File: config.mk
export PLATFORM = sky130hd
export DESIGN_NAME = cylinder_group_geometry_planner
export DESIGN_NICKNAME = d
export VERILOG_FILES = /design/src/rtl/cgp_pkg.sv /design/src/rtl/cgp_cfg.sv /design/src/rtl/cgp_div.sv /design/src/rtl/cgp_mul.sv /design/src/rtl/cylinder_group_geometry_planner.sv
export SDC_FILE = /design/constraint.sdc
export NUM_CORES = 2
export LEC_CHECK = 0
export ABC_AREA = 0
export BUFFER_PORTS_ARGS = -buffer_cell sky130_fd_sc_hd__buf_2
export CAP_MARGIN = 20
export CORE_AREA = 2 2 386 388
export DETAILED_ROUTE_END_ITERATION = 8
export DIE_AREA = 0 0 388 390
export HOLD_SLACK_MARGIN = 0.06
export SYNTH_ARGS = -nofsm -noshare
export SYNTH_HDL_FRONTEND = slang
export SYNTH_SLANG_ARGS = --single-unit
File: constraint.sdc
create_clock -name clk -period 24 [get_ports clk]
set_clock_uncertainty 0.1 [all_clocks]
set_input_delay 3.6 -clock clk [delete_from_list [all_inputs] [get_ports clk]]
set_output_delay 3.6 -clock clk [all_outputs]
set_load 0.005 [all_outputs]
File: src/rtl/cgp_pkg.sv
// Shared types and constants of the cylinder group geometry planner
`timescale 1ns / 1ps
package cgp_pkg;

  localparam int BLOCK_BITS = 32;
  localparam int BLK_W      = 31;
  localparam int REQG_W     = 16;
  localparam int SIZE_W     = 24;
  localparam int MING_W     = 12;
  localparam int MINB_W     = 16;
  localparam int GRP_W      = 17;
  localparam int PROD_W     = GRP_W + SIZE_W;
  localparam int WASTE_W    = 26;
  localparam int DIV_NW     = BLK_W;
  localparam int DIV_DW     = SIZE_W;
  localparam int DIV_CW     = $clog2(DIV_NW);
  localparam int CFG_IW     = 3;
  localparam int GROWTH_STEP = 16;
  localparam int LIM_DEN    = 5;

  localparam logic [BLK_W-1:0] BLK_MASK = (BLOCK_BITS >= BLK_W) ? {BLK_W{1'b1}} :
    BLK_W'((64'd1 << BLOCK_BITS) - 64'd1);

  typedef enum logic [2:0] {
    ST_OK         = 3'd0,
    ST_VOL_SMALL  = 3'd1,
    ST_SIZE_SMALL = 3'd2,
    ST_PROD_OVER  = 3'd3,
    ST_NO_GROUP   = 3'd4,
    ST_DERIV_SMALL = 3'd5
  } status_t;

  typedef enum logic [CFG_IW-1:0] {
    REG_MIN_BPG = 3'd0,
    REG_MIN_G   = 3'd1,
    REG_MAX_G   = 3'd2,
    REG_MAX_BPG = 3'd3
  } reg_idx_t;

  typedef struct packed {
    logic [MINB_W-1:0] min_bpg;
    logic [MING_W-1:0] min_g;
    logic [REQG_W-1:0] max_g;
    logic [SIZE_W-1:0] max_bpg;
  } cfg_t;

  typedef struct packed {
    logic              go;
    logic [DIV_NW-1:0] num;
    logic [DIV_DW-1:0] den;
  } div_req_t;

  typedef struct packed {
    logic              done;
    logic [DIV_NW-1:0] quot;
    logic [DIV_DW-1:0] rem;
  } div_rsp_t;

endpackage

File: src/rtl/cgp_cfg.sv
// Configuration register file of the geometry planner
`timescale 1ns / 1ps
module cgp_cfg (
  input  logic                         clk,
  input  logic                         rst_n,
  input  logic                         wr_en,
  input  logic [cgp_pkg::CFG_IW-1:0]   wr_idx,
  input  logic [cgp_pkg::SIZE_W-1:0]   wr_data,
  output cgp_pkg::cfg_t                cfg
);

  logic [cgp_pkg::MINB_W-1:0] min_bpg_r;
  logic [cgp_pkg::MING_W-1:0] min_g_r;
  logic [cgp_pkg::REQG_W-1:0] max_g_r;
  logic [cgp_pkg::SIZE_W-1:0] max_bpg_r;

  always_ff @(posedge clk) begin
    if (!rst_n) begin
      min_bpg_r <= cgp_pkg::MINB_W'(128);
      min_g_r   <= cgp_pkg::MING_W'(1);
      max_g_r   <= cgp_pkg::REQG_W'(4096);
      max_bpg_r <= cgp_pkg::SIZE_W'(16384);
    end else if (wr_en) begin
      unique case (wr_idx)
        cgp_pkg::REG_MIN_BPG: min_bpg_r <= wr_data[cgp_pkg::MINB_W-1:0];
        cgp_pkg::REG_MIN_G:   min_g_r   <= wr_data[cgp_pkg::MING_W-1:0];
        cgp_pkg::REG_MAX_G:   max_g_r   <= wr_data[cgp_pkg::REQG_W-1:0];
        cgp_pkg::REG_MAX_BPG: max_bpg_r <= wr_data;
        default: ;
      endcase
    end
  end

  // zero reads as one
  assign cfg.min_bpg = (min_bpg_r == '0) ? cgp_pkg::MINB_W'(1) : min_bpg_r;
  assign cfg.min_g   = (min_g_r == '0)   ? cgp_pkg::MING_W'(1) : min_g_r;
  assign cfg.max_g   = (max_g_r == '0)   ? cgp_pkg::REQG_W'(1) : max_g_r;
  assign cfg.max_bpg = (max_bpg_r == '0) ? cgp_pkg::SIZE_W'(1) : max_bpg_r;

endmodule

File: src/rtl/cgp_div.sv
// Radix-2 restoring divider, one quotient bit per cycle
`timescale 1ns / 1ps
module cgp_div (
  input  logic              clk,
  input  logic              rst_n,
  input  cgp_pkg::div_req_t req,
  output cgp_pkg::div_rsp_t rsp
);

  logic                          busy_r;
  logic                          done_r;
  logic [cgp_pkg::DIV_CW-1:0]    cnt_r;
  logic [cgp_pkg::DIV_NW-1:0]    quo_r;
  logic [cgp_pkg::DIV_DW-1:0]    rem_r;
  logic [cgp_pkg::DIV_DW-1:0]    den_r;
  logic [cgp_pkg::DIV_DW:0]      shifted;
  logic [cgp_pkg::DIV_DW:0]      diff;
  logic                          ge;
  logic [cgp_pkg::DIV_DW-1:0]    rem_nxt;

  assign shifted = {rem_r, quo_r[cgp_pkg::DIV_NW-1]};
  assign diff    = shifted - {1'b0, den_r};
  assign ge      = (shifted >= {1'b0, den_r});
  assign rem_nxt = ge ? diff[cgp_pkg::DIV_DW-1:0] : shifted[cgp_pkg::DIV_DW-1:0];

  always_ff @(posedge clk) begin
    if (!rst_n) begin
      busy_r <= 1'b0;
      done_r <= 1'b0;
      cnt_r  <= '0;
    end else begin
      done_r <= 1'b0;
      if (req.go) begin
        busy_r <= 1'b1;
        cnt_r  <= '0;
      end else if (busy_r) begin
        cnt_r <= cnt_r + 1'b1;
        if (cnt_r == cgp_pkg::DIV_CW'(cgp_pkg::DIV_NW - 1)) begin
          busy_r <= 1'b0;
          done_r <= 1'b1;
        end
      end
    end
  end

  always_ff @(posedge clk) begin
    if (req.go) begin
      quo_r <= req.num;
      rem_r <= '0;
      den_r <= req.den;
    end else if (busy_r) begin
      quo_r <= {quo_r[cgp_pkg::DIV_NW-2:0], ge};
      rem_r <= rem_nxt;
    end
  end

  assign rsp.done = done_r;
  assign rsp.quot = quo_r;
  assign rsp.rem  = rem_r;

endmodule

File: src/rtl/cgp_mul.sv
// Registered unsigned multiplier shared by the sequencer
`timescale 1ns / 1ps
module cgp_mul (
  input  logic                         clk,
  input  logic [cgp_pkg::GRP_W-1:0]    a,
  input  logic [cgp_pkg::SIZE_W-1:0]   b,
  output logic [cgp_pkg::PROD_W-1:0]   prod
);

  logic [cgp_pkg::PROD_W-1:0] prod_r;

  always_ff @(posedge clk) begin
    prod_r <= cgp_pkg::PROD_W'(a) * cgp_pkg::PROD_W'(b);
  end

  assign prod = prod_r;

endmodule

File: src/rtl/cylinder_group_geometry_planner.sv
// Top level of the cylinder group geometry planner: sequencer and datapath
// Use: pulse start with in_block_count, in_group_request and
// in_group_size_request while busy is low; the word is taken at that edge and
// busy stays high until the answer. One result word follows per input word, shown
// for one cycle on out_status, out_group_count and out_blocks_per_group with
// out_valid high; the receiver cannot stall it and must take it then.
// Configuration: cfg_valid with cfg_index and cfg_data writes one register;
// cfg_ready is always high. Write only while busy is low.
// Sequencing: every division runs on one shared radix-2 divider (issue, bit
// steps, handoff). With both requests given the answer needs one product and no
// division; with one given, one division. With neither, the growth rule takes a
// multiply state and a compare state per step on the shared multiplier (up to
// about 12k steps), then each candidate group count in the search costs one
// division; the 20 percent bounds are shift-and-add compares.
// Reset: synchronous on rst_n low; control and configuration registers return
// to their defaults, any word at work is dropped and no result is shown.
`timescale 1ns / 1ps
module cylinder_group_geometry_planner (
  input  logic                          clk,
  input  logic                          rst_n,
  input  logic                          start,
  output logic                          busy,
  input  logic [cgp_pkg::BLK_W-1:0]     in_block_count,
  input  logic [cgp_pkg::REQG_W-1:0]    in_group_request,
  input  logic [cgp_pkg::SIZE_W-1:0]    in_group_size_request,
  output logic                          out_valid,
  output logic [2:0]                    out_status,
  output logic [cgp_pkg::REQG_W-1:0]    out_group_count,
  output logic [cgp_pkg::SIZE_W-1:0]    out_blocks_per_group,
  input  logic                          cfg_valid,
  output logic                          cfg_ready,
  input  logic [cgp_pkg::CFG_IW-1:0]    cfg_index,
  input  logic [cgp_pkg::SIZE_W-1:0]    cfg_data
);

  localparam int BW = cgp_pkg::BLK_W;
  localparam int GW = cgp_pkg::GRP_W;
  localparam int SW = cgp_pkg::SIZE_W;
  localparam int WW = cgp_pkg::WASTE_W;

  typedef enum logic [13:0] {
    S_IDLE      = 14'h0001,
    S_CHECK     = 14'h0002,
    S_MUL_REQ   = 14'h0004,
    S_DIV_S     = 14'h0008,
    S_DIV_G     = 14'h0010,
    S_MUL_MAX   = 14'h0020,
    S_LIN_MUL   = 14'h0040,
    S_LIN_CMP   = 14'h0080,
    S_DIV_BASE  = 14'h0100,
    S_DIV_CLAMP = 14'h0200,
    S_SRCH      = 14'h0400,
    S_UP_DIV    = 14'h0800,
    S_DN_STEP   = 14'h1000,
    S_DN_DIV    = 14'h2000
  } state_t;

  cgp_pkg::cfg_t     cfg;
  cgp_pkg::div_req_t div_req_r, div_req_nxt;
  cgp_pkg::div_rsp_t div_rsp;

  state_t              state_r, state_nxt;
  logic [BW-1:0]       blocks_r, blocks_nxt;
  logic [cgp_pkg::REQG_W-1:0] req_g_r, req_g_nxt;
  logic [SW-1:0]       req_s_r, req_s_nxt;
  logic [GW-1:0]       cgs_r, cgs_nxt;
  logic [SW-1:0]       bpcg_r, bpcg_nxt;
  logic [GW-1:0]       tg_r, tg_nxt;
  logic [SW-1:0]       rem_r, rem_nxt;
  logic [GW-1:0]       best_g_r, best_g_nxt;
  logic [SW-1:0]       best_s_r, best_s_nxt;
  logic [WW-1:0]       best_w_r, best_w_nxt;

  logic                out_valid_r, out_valid_nxt;
  logic [2:0]          out_status_r, out_status_nxt;
  logic [cgp_pkg::REQG_W-1:0] out_g_r, out_g_nxt;
  logic [SW-1:0]       out_s_r, out_s_nxt;

  logic [GW-1:0]                mul_a;
  logic [SW-1:0]                mul_b;
  logic [cgp_pkg::PROD_W-1:0]   prod;
  logic [cgp_pkg::PROD_W-1:0]   blocks_wide;
  logic [WW-1:0]                w_up, w_dn;
  logic [GW-1:0]                cgs_dec;
  logic                         upd_dn;
  logic [BW+2:0]                ts_x5, bpcg_x4;
  logic [GW+2:0]                tg_x5, cgs_x4;

  cgp_cfg u_cfg (
    .clk     (clk),
    .rst_n   (rst_n),
    .wr_en   (cfg_valid),
    .wr_idx  (cfg_index),
    .wr_data (cfg_data),
    .cfg     (cfg)
  );

  cgp_div u_div (
    .clk   (clk),
    .rst_n (rst_n),
    .req   (div_req_r),
    .rsp   (div_rsp)
  );

  cgp_mul u_mul (
    .clk  (clk),
    .a    (mul_a),
    .b    (mul_b),
    .prod (prod)
  );

  assign cfg_ready   = 1'b1;
  assign busy        = (state_r != S_IDLE);
  assign blocks_wide = cgp_pkg::PROD_W'(blocks_r);
  assign cgs_dec     = (cgs_r > GW'(1)) ? cgs_r - 1'b1 : cgs_r;
  assign w_up = WW'(div_rsp.rem) + WW'(tg_r) + WW'(tg_r - cgs_r);
  assign w_dn = WW'(div_rsp.rem) + WW'(tg_r) + WW'(cgs_r - tg_r);
  assign upd_dn = (w_dn < best_w_r) && (div_rsp.quot <= BW'(cfg.max_bpg));
  assign ts_x5   = (BW+3)'({div_rsp.quot, 2'b00}) + (BW+3)'(div_rsp.quot);
  assign bpcg_x4 = (BW+3)'({bpcg_r, 2'b00});
  assign tg_x5   = (GW+3)'({tg_r, 2'b00}) + (GW+3)'(tg_r);
  assign cgs_x4  = (GW+3)'({cgs_r, 2'b00});

  always_comb begin
    mul_a = GW'(cfg.max_g);
    mul_b = cfg.max_bpg;
    if (state_r == S_LIN_MUL) begin
      mul_a = cgs_r;
      mul_b = bpcg_r;
    end else if (req_g_r != '0 && req_s_r != '0) begin
      mul_a = GW'(req_g_r);
      mul_b = req_s_r;
    end
  end

  always_comb begin
    state_nxt      = state_r;
    blocks_nxt     = blocks_r;
    req_g_nxt      = req_g_r;
    req_s_nxt      = req_s_r;
    cgs_nxt        = cgs_r;
    bpcg_nxt       = bpcg_r;
    tg_nxt         = tg_r;
    rem_nxt        = rem_r;
    best_g_nxt     = best_g_r;
    best_s_nxt     = best_s_r;
    best_w_nxt     = best_w_r;
    div_req_nxt    = '0;
    div_req_nxt.num = blocks_r;
    out_valid_nxt  = 1'b0;
    out_status_nxt = out_status_r;
    out_g_nxt      = out_g_r;
    out_s_nxt      = out_s_r;

    unique case (state_r)
      S_IDLE: begin
        if (start) begin
          blocks_nxt = in_block_count & cgp_pkg::BLK_MASK;
          req_g_nxt  = in_group_request;
          req_s_nxt  = in_group_size_request;
          state_nxt  = S_CHECK;
        end
      end
      S_CHECK: begin
        if (blocks_r < BW'(cfg.min_bpg)) begin
          out_valid_nxt  = 1'b1;
          out_status_nxt = cgp_pkg::ST_VOL_SMALL;
          out_g_nxt      = '0;
          out_s_nxt      = '0;
          state_nxt      = S_IDLE;
        end else if (req_g_r != '0 && req_s_r != '0) begin
          if (req_s_r < SW'(cfg.min_bpg)) begin
            out_valid_nxt  = 1'b1;
            out_status_nxt = cgp_pkg::ST_SIZE_SMALL;
            out_g_nxt      = '0;
            out_s_nxt      = '0;
            state_nxt      = S_IDLE;
          end else begin
            state_nxt = S_MUL_REQ;
          end
        end else if (req_s_r != '0) begin
          div_req_nxt.go  = 1'b1;
          div_req_nxt.den = req_s_r;
          state_nxt       = S_DIV_S;
        end else if (req_g_r != '0) begin
          div_req_nxt.go  = 1'b1;
          div_req_nxt.den = SW'(req_g_r);
          state_nxt       = S_DIV_G;
        end else begin
          state_nxt = S_MUL_MAX;
        end
      end
      S_MUL_REQ: begin
        out_valid_nxt = 1'b1;
        state_nxt     = S_IDLE;
        if (prod > blocks_wide) begin
          out_status_nxt = cgp_pkg::ST_PROD_OVER;
          out_g_nxt      = '0;
          out_s_nxt      = '0;
        end else begin
          out_status_nxt = cgp_pkg::ST_OK;
          out_g_nxt      = req_g_r;
          out_s_nxt      = req_s_r;
        end
      end
      S_DIV_S: begin
        if (div_rsp.done) begin
          out_valid_nxt = 1'b1;
          state_nxt     = S_IDLE;
          if (div_rsp.quot == '0) begin
            out_status_nxt = cgp_pkg::ST_NO_GROUP;
            out_g_nxt      = '0;
            out_s_nxt      = '0;
          end else begin
            out_status_nxt = cgp_pkg::ST_OK;
            out_g_nxt = (div_rsp.quot > BW'(cfg.max_g)) ? cfg.max_g :
                        div_rsp.quot[cgp_pkg::REQG_W-1:0];
            out_s_nxt = req_s_r;
          end
        end
      end
      S_DIV_G: begin
        if (div_rsp.done) begin
          out_valid_nxt = 1'b1;
          state_nxt     = S_IDLE;
          if (div_rsp.quot < BW'(cfg.min_bpg)) begin
            out_status_nxt = cgp_pkg::ST_DERIV_SMALL;
            out_g_nxt      = '0;
            out_s_nxt      = '0;
          end else begin
            out_status_nxt = cgp_pkg::ST_OK;
            out_g_nxt      = req_g_r;
            out_s_nxt = (div_rsp.quot > BW'(cfg.max_bpg)) ? cfg.max_bpg :
                        div_rsp.quot[SW-1:0];
          end
        end
      end
      S_MUL_MAX: begin
        if (blocks_wide > prod) begin
          out_valid_nxt  = 1'b1;
          out_status_nxt = cgp_pkg::ST_OK;
          out_g_nxt      = cfg.max_g;
          out_s_nxt      = cfg.max_bpg;
          state_nxt      = S_IDLE;
        end else begin
          cgs_nxt   = GW'(cfg.min_g);
          bpcg_nxt  = SW'(cfg.min_bpg);
          state_nxt = S_LIN_MUL;
        end
      end
      S_LIN_MUL: begin
        state_nxt = S_LIN_CMP;
      end
      S_LIN_CMP: begin
        if (prod < blocks_wide) begin
          cgs_nxt   = cgs_r + 1'b1;
          bpcg_nxt  = bpcg_r + SW'(cgp_pkg::GROWTH_STEP);
          state_nxt = S_LIN_MUL;
        end else begin
          cgs_nxt         = cgs_dec;
          div_req_nxt.go  = 1'b1;
          div_req_nxt.den = SW'(cgs_dec);
          state_nxt       = S_DIV_BASE;
        end
      end
      S_DIV_BASE: begin
        if (div_rsp.done) begin
          if (div_rsp.quot > BW'(cfg.max_bpg)) begin
            bpcg_nxt        = cfg.max_bpg;
            div_req_nxt.go  = 1'b1;
            div_req_nxt.den = cfg.max_bpg;
            state_nxt       = S_DIV_CLAMP;
          end else begin
            bpcg_nxt  = div_rsp.quot[SW-1:0];
            rem_nxt   = div_rsp.rem;
            state_nxt = S_SRCH;
          end
        end
      end
      S_DIV_CLAMP: begin
        if (div_rsp.done) begin
          cgs_nxt   = div_rsp.quot[GW-1:0];
          rem_nxt   = div_rsp.rem;
          state_nxt = S_SRCH;
        end
      end
      S_SRCH: begin
        if (rem_r == '0) begin
          out_valid_nxt  = 1'b1;
          out_status_nxt = cgp_pkg::ST_OK;
          out_g_nxt      = cgs_r[cgp_pkg::REQG_W-1:0];
          out_s_nxt      = bpcg_r;
          state_nxt      = S_IDLE;
        end else begin
          best_g_nxt      = cgs_r;
          best_s_nxt      = bpcg_r;
          best_w_nxt      = WW'(rem_r) + WW'(cgs_r);
          tg_nxt          = cgs_r + 1'b1;
          div_req_nxt.go  = 1'b1;
          div_req_nxt.den = SW'(cgs_r + 1'b1);
          state_nxt       = S_UP_DIV;
        end
      end
      S_UP_DIV: begin
        if (div_rsp.done) begin
          if (w_up < best_w_r) begin
            best_g_nxt = tg_r;
            best_s_nxt = div_rsp.quot[SW-1:0];
            best_w_nxt = w_up;
          end
          if (ts_x5 > bpcg_x4 && tg_r <= GW'(cfg.max_g)) begin
            tg_nxt          = tg_r + 1'b1;
            div_req_nxt.go  = 1'b1;
            div_req_nxt.den = SW'(tg_r + 1'b1);
          end else begin
            tg_nxt    = cgs_r;
            state_nxt = S_DN_STEP;
          end
        end
      end
      S_DN_STEP: begin
        if (tg_r <= GW'(1)) begin
          out_valid_nxt  = 1'b1;
          out_status_nxt = cgp_pkg::ST_OK;
          out_g_nxt      = best_g_r[cgp_pkg::REQG_W-1:0];
          out_s_nxt      = best_s_r;
          state_nxt      = S_IDLE;
        end else begin
          tg_nxt          = tg_r - 1'b1;
          div_req_nxt.go  = 1'b1;
          div_req_nxt.den = SW'(tg_r - 1'b1);
          state_nxt       = S_DN_DIV;
        end
      end
      S_DN_DIV: begin
        if (div_rsp.done) begin
          if (upd_dn) begin
            best_g_nxt = tg_r;
            best_s_nxt = div_rsp.quot[SW-1:0];
            best_w_nxt = w_dn;
          end
          if (tg_x5 > cgs_x4 && div_rsp.quot <= BW'(cfg.max_bpg)) begin
            state_nxt = S_DN_STEP;
          end else begin
            out_valid_nxt  = 1'b1;
            out_status_nxt = cgp_pkg::ST_OK;
            out_g_nxt      = upd_dn ? tg_r[cgp_pkg::REQG_W-1:0] :
                             best_g_r[cgp_pkg::REQG_W-1:0];
            out_s_nxt      = upd_dn ? div_rsp.quot[SW-1:0] : best_s_r;
            state_nxt      = S_IDLE;
          end
        end
      end
      default: begin
        state_nxt = S_IDLE;
      end
    endcase
  end

  always_ff @(posedge clk) begin
    if (!rst_n) begin
      state_r     <= S_IDLE;
      out_valid_r <= 1'b0;
      div_req_r   <= '0;
    end else begin
      state_r     <= state_nxt;
      out_valid_r <= out_valid_nxt;
      div_req_r   <= div_req_nxt;
    end
  end

  always_ff @(posedge clk) begin
    blocks_r     <= blocks_nxt;
    req_g_r      <= req_g_nxt;
    req_s_r      <= req_s_nxt;
    cgs_r        <= cgs_nxt;
    bpcg_r       <= bpcg_nxt;
    tg_r         <= tg_nxt;
    rem_r        <= rem_nxt;
    best_g_r     <= best_g_nxt;
    best_s_r     <= best_s_nxt;
    best_w_r     <= best_w_nxt;
    out_status_r <= out_status_nxt;
    out_g_r      <= out_g_nxt;
    out_s_r      <= out_s_nxt;
  end

  assign out_valid            = out_valid_r;
  assign out_status           = out_status_r;
  assign out_group_count      = out_g_r;
  assign out_blocks_per_group = out_s_r;

endmodule

==> metrics.txt <==
CP Class flip-flop to flip-flop; Distinct cells, synth 87; Cells after DPL 7702; num ports 148; setup TNS 0 ps; Worst Max-Slew Pin Slew 1080 ps; Final period util 0.439; final non-filler cell total 7837; Starting Density 0.347; Die Height 390 µm; fmax 94.9 MHz; RSZ-0062 raised after global routing false; slew margin rel. 0.260; H-tree levels 3; startpoint types flip-flop; die area 151000 µm²; Syn Area/Cell 8.91 µm²; DR vias/cell 5.76; final setup fails 0; gr usage total 0.268; Largest stage delay, worst path 910 ps; drt drc 0; CTS Buffer Depth 3; first-pass GRT wire length 301 mm; hold slack 300 ps; Max Slew Vio Count 0; P&R area growth vs syn 11.5%; Mapped Cells 5737; initial antenna violation count 17; CTS sink cnt 528; first-pass iteration count of the detailed router 7; critical path's most frequent cell fa_1; CTS tree done; Critical Path Slowest Stage Cell nor4_1; Hold Crit Class flip-flop to flip-flop; synthesized area 51100 µm²; clock slew at reported path FFs 70 ps; CTS Hold Bufs 0; CP Max Fanout 61; syn nets 6714; nets 6822; WL per Instance 26.1 µm; most instantiated library cell after synthesis inv_1; top cell type's share of synthesized area 0.186; post-synthesis sequential area ratio 0.269; asr flop ratio synth 0; vias 45100; core area 147000 µm²; Synth top cells by count inv_1 (693), nand2_1 (639), ha_1 (537), nor2_1 (445), a21oi_1 (376); Final Hold Viols 0; CTS Root Cell clkbuf_16; Row Count 141; post-cts sizing count 0; HPWL Detailed 161 mm; Post-synth EDFFs 317; Final ANT Viol Nets 0; Routed WL 205 mm; number of global-route vias before repair 44500; Synth area leader edfxtp_1; pin count of the biggest net entering global routing 83; Max Cap Viol 0; Setup crit end kind flip-flop; Synth area leaders edfxtp_1 (19%), fa_1 (13%), ha_1 (13%), dfxtp_1 (8.3%), inv_1 (5.1%); share of layout cells above drive strength 1 0.0849; Fill cells 14800; Tmin final 10540 ps; yosys warns 0; global-route congestion overflow total 0; drt initial violations 4966; data arrival time of the critical path 11050 ps; Port Buffers 146; RePlAce Congestion 1.05; die width 388 µm; Num CTS Buffers 69; # Post-CTS Setup Buffers 0; required time worst endpoint 24510 ps; Most used DFF post-synth edfxtp_1; status complete, no violations; worst-skew pair later-pin latency 720 ps; number of synthesized register bits 528
-- cells by family after synthesis --
family / Yosys count / synth area share
AND/OR/NAND/NOR: 1633 / 0.144
AO/OA/AOI/OAI: 1347 / 0.178
multiplexers: 148 / 0.0299
buffers and inverters: 936 / 0.0692
flip-flops: 528 / 0.269
XOR/XNOR: 269 / 0.0461
adder cells (fa/ha/maj): 875 / 0.264
other: 1 / 0.0000734
-- worst paths after layout --
check | from | endpoint | slack [ps] | cells past startpoint
max reg2reg | state_r[10] | u_mul.prod[39] | 13460 | 29
min reg2reg | div_req_r[10] | u_div.den_r[10] | 300 | 0
max | state_r[10] | u_mul.prod[39] | 13460 | 29
min | div_req_r[10] | u_div.den_r[10] | 300 | 0
-- flip-flops by register name (all words and copies together), names as in the netlist, 17 cells and up --
name,flops
best_s_r,24
best_w_r,26
blocks_r,31
bpcg_r,24
cgs_r,17
div_req_r,56
out_blocks_per_group,24
rem_r,24
req_s_r,24
tg_r,17
u_cfg.max_bpg_r,24
u_div.den_r,24
u_div.quo_r,31
u_div.rem_r,24
u_mul.prod,41
-- through the flow --
stage	setup WS (ps)	instance area (µm²)	util
5_1_grt	13010	57000	0.387
2_1_floorplan	13740	51100	-
3_5_place_dp	13640	54400	0.370
4_1_cts	13520	57000	0.387
6_report	13460	57000	0.388
3_3_place_gp	13690	54400	0.370
-- routing by layer --
metal  GRT usage  wire [µm]  share of wire
met5           0         20       0.000098
met2       0.423      90300           0.44
met3      0.0511      16600          0.081
met4       0.185      17200          0.084
met1       0.332      80400           0.39
-- layout make-up --
type / count / area (µm²) / area share
multi-input cells: 4273 / 34000 / 0.596
flip-flops and latches: 528 / 13700 / 0.241
inverters: 697 / 2620 / 0.0459
well taps: 1930 / 2410 / 0.0424
clock buffers: 93 / 2000 / 0.0351
repair buffers: 276 / 1710 / 0.0299
clock inverters: 35 / 543 / 0.00952
diodes: 5 / 12.5 / 0.000219
-- worst max-delay path, delay by kind of cell (launching register included) --
| family | cells | cell delay, ps |
|---|---|---|
| AO/OA/AOI/OAI | 8 | 2590 |
| XOR/XNOR | 1 | 130 |
| adder cells (fa/ha/maj) | 7 | 3480 |
| buffers and inverters | 6 | 690 |
| flip-flops | 1 | 380 |
| AND/OR/NAND/NOR | 7 | 3000 |
-- cell usage in the layout, fill, tap and decap left out, types with 51 or more instances in the layout --
master     count
buf_4        130
inv_1        692
nand3_1       89
a21oi_1      374
edfxtp_1     317
o21ai_0      212
nor2b_1       51
o221ai_1      51
nor3_1        94
nand2_1      639
buf_2        146
clkbuf_16     73
nor2_1       441
ha_1         536
mux2i_1      110
a22oi_1       55
xnor2_1      204
a211oi_1      53
xor2_1        65
nor4_1        62
fa_1         338
dfxtp_1      210
a21o_1       156
nand4_1       71
Power is not shown: default switching activity piles up to over one toggle a cycle in this logic, so the estimate is an artifact.
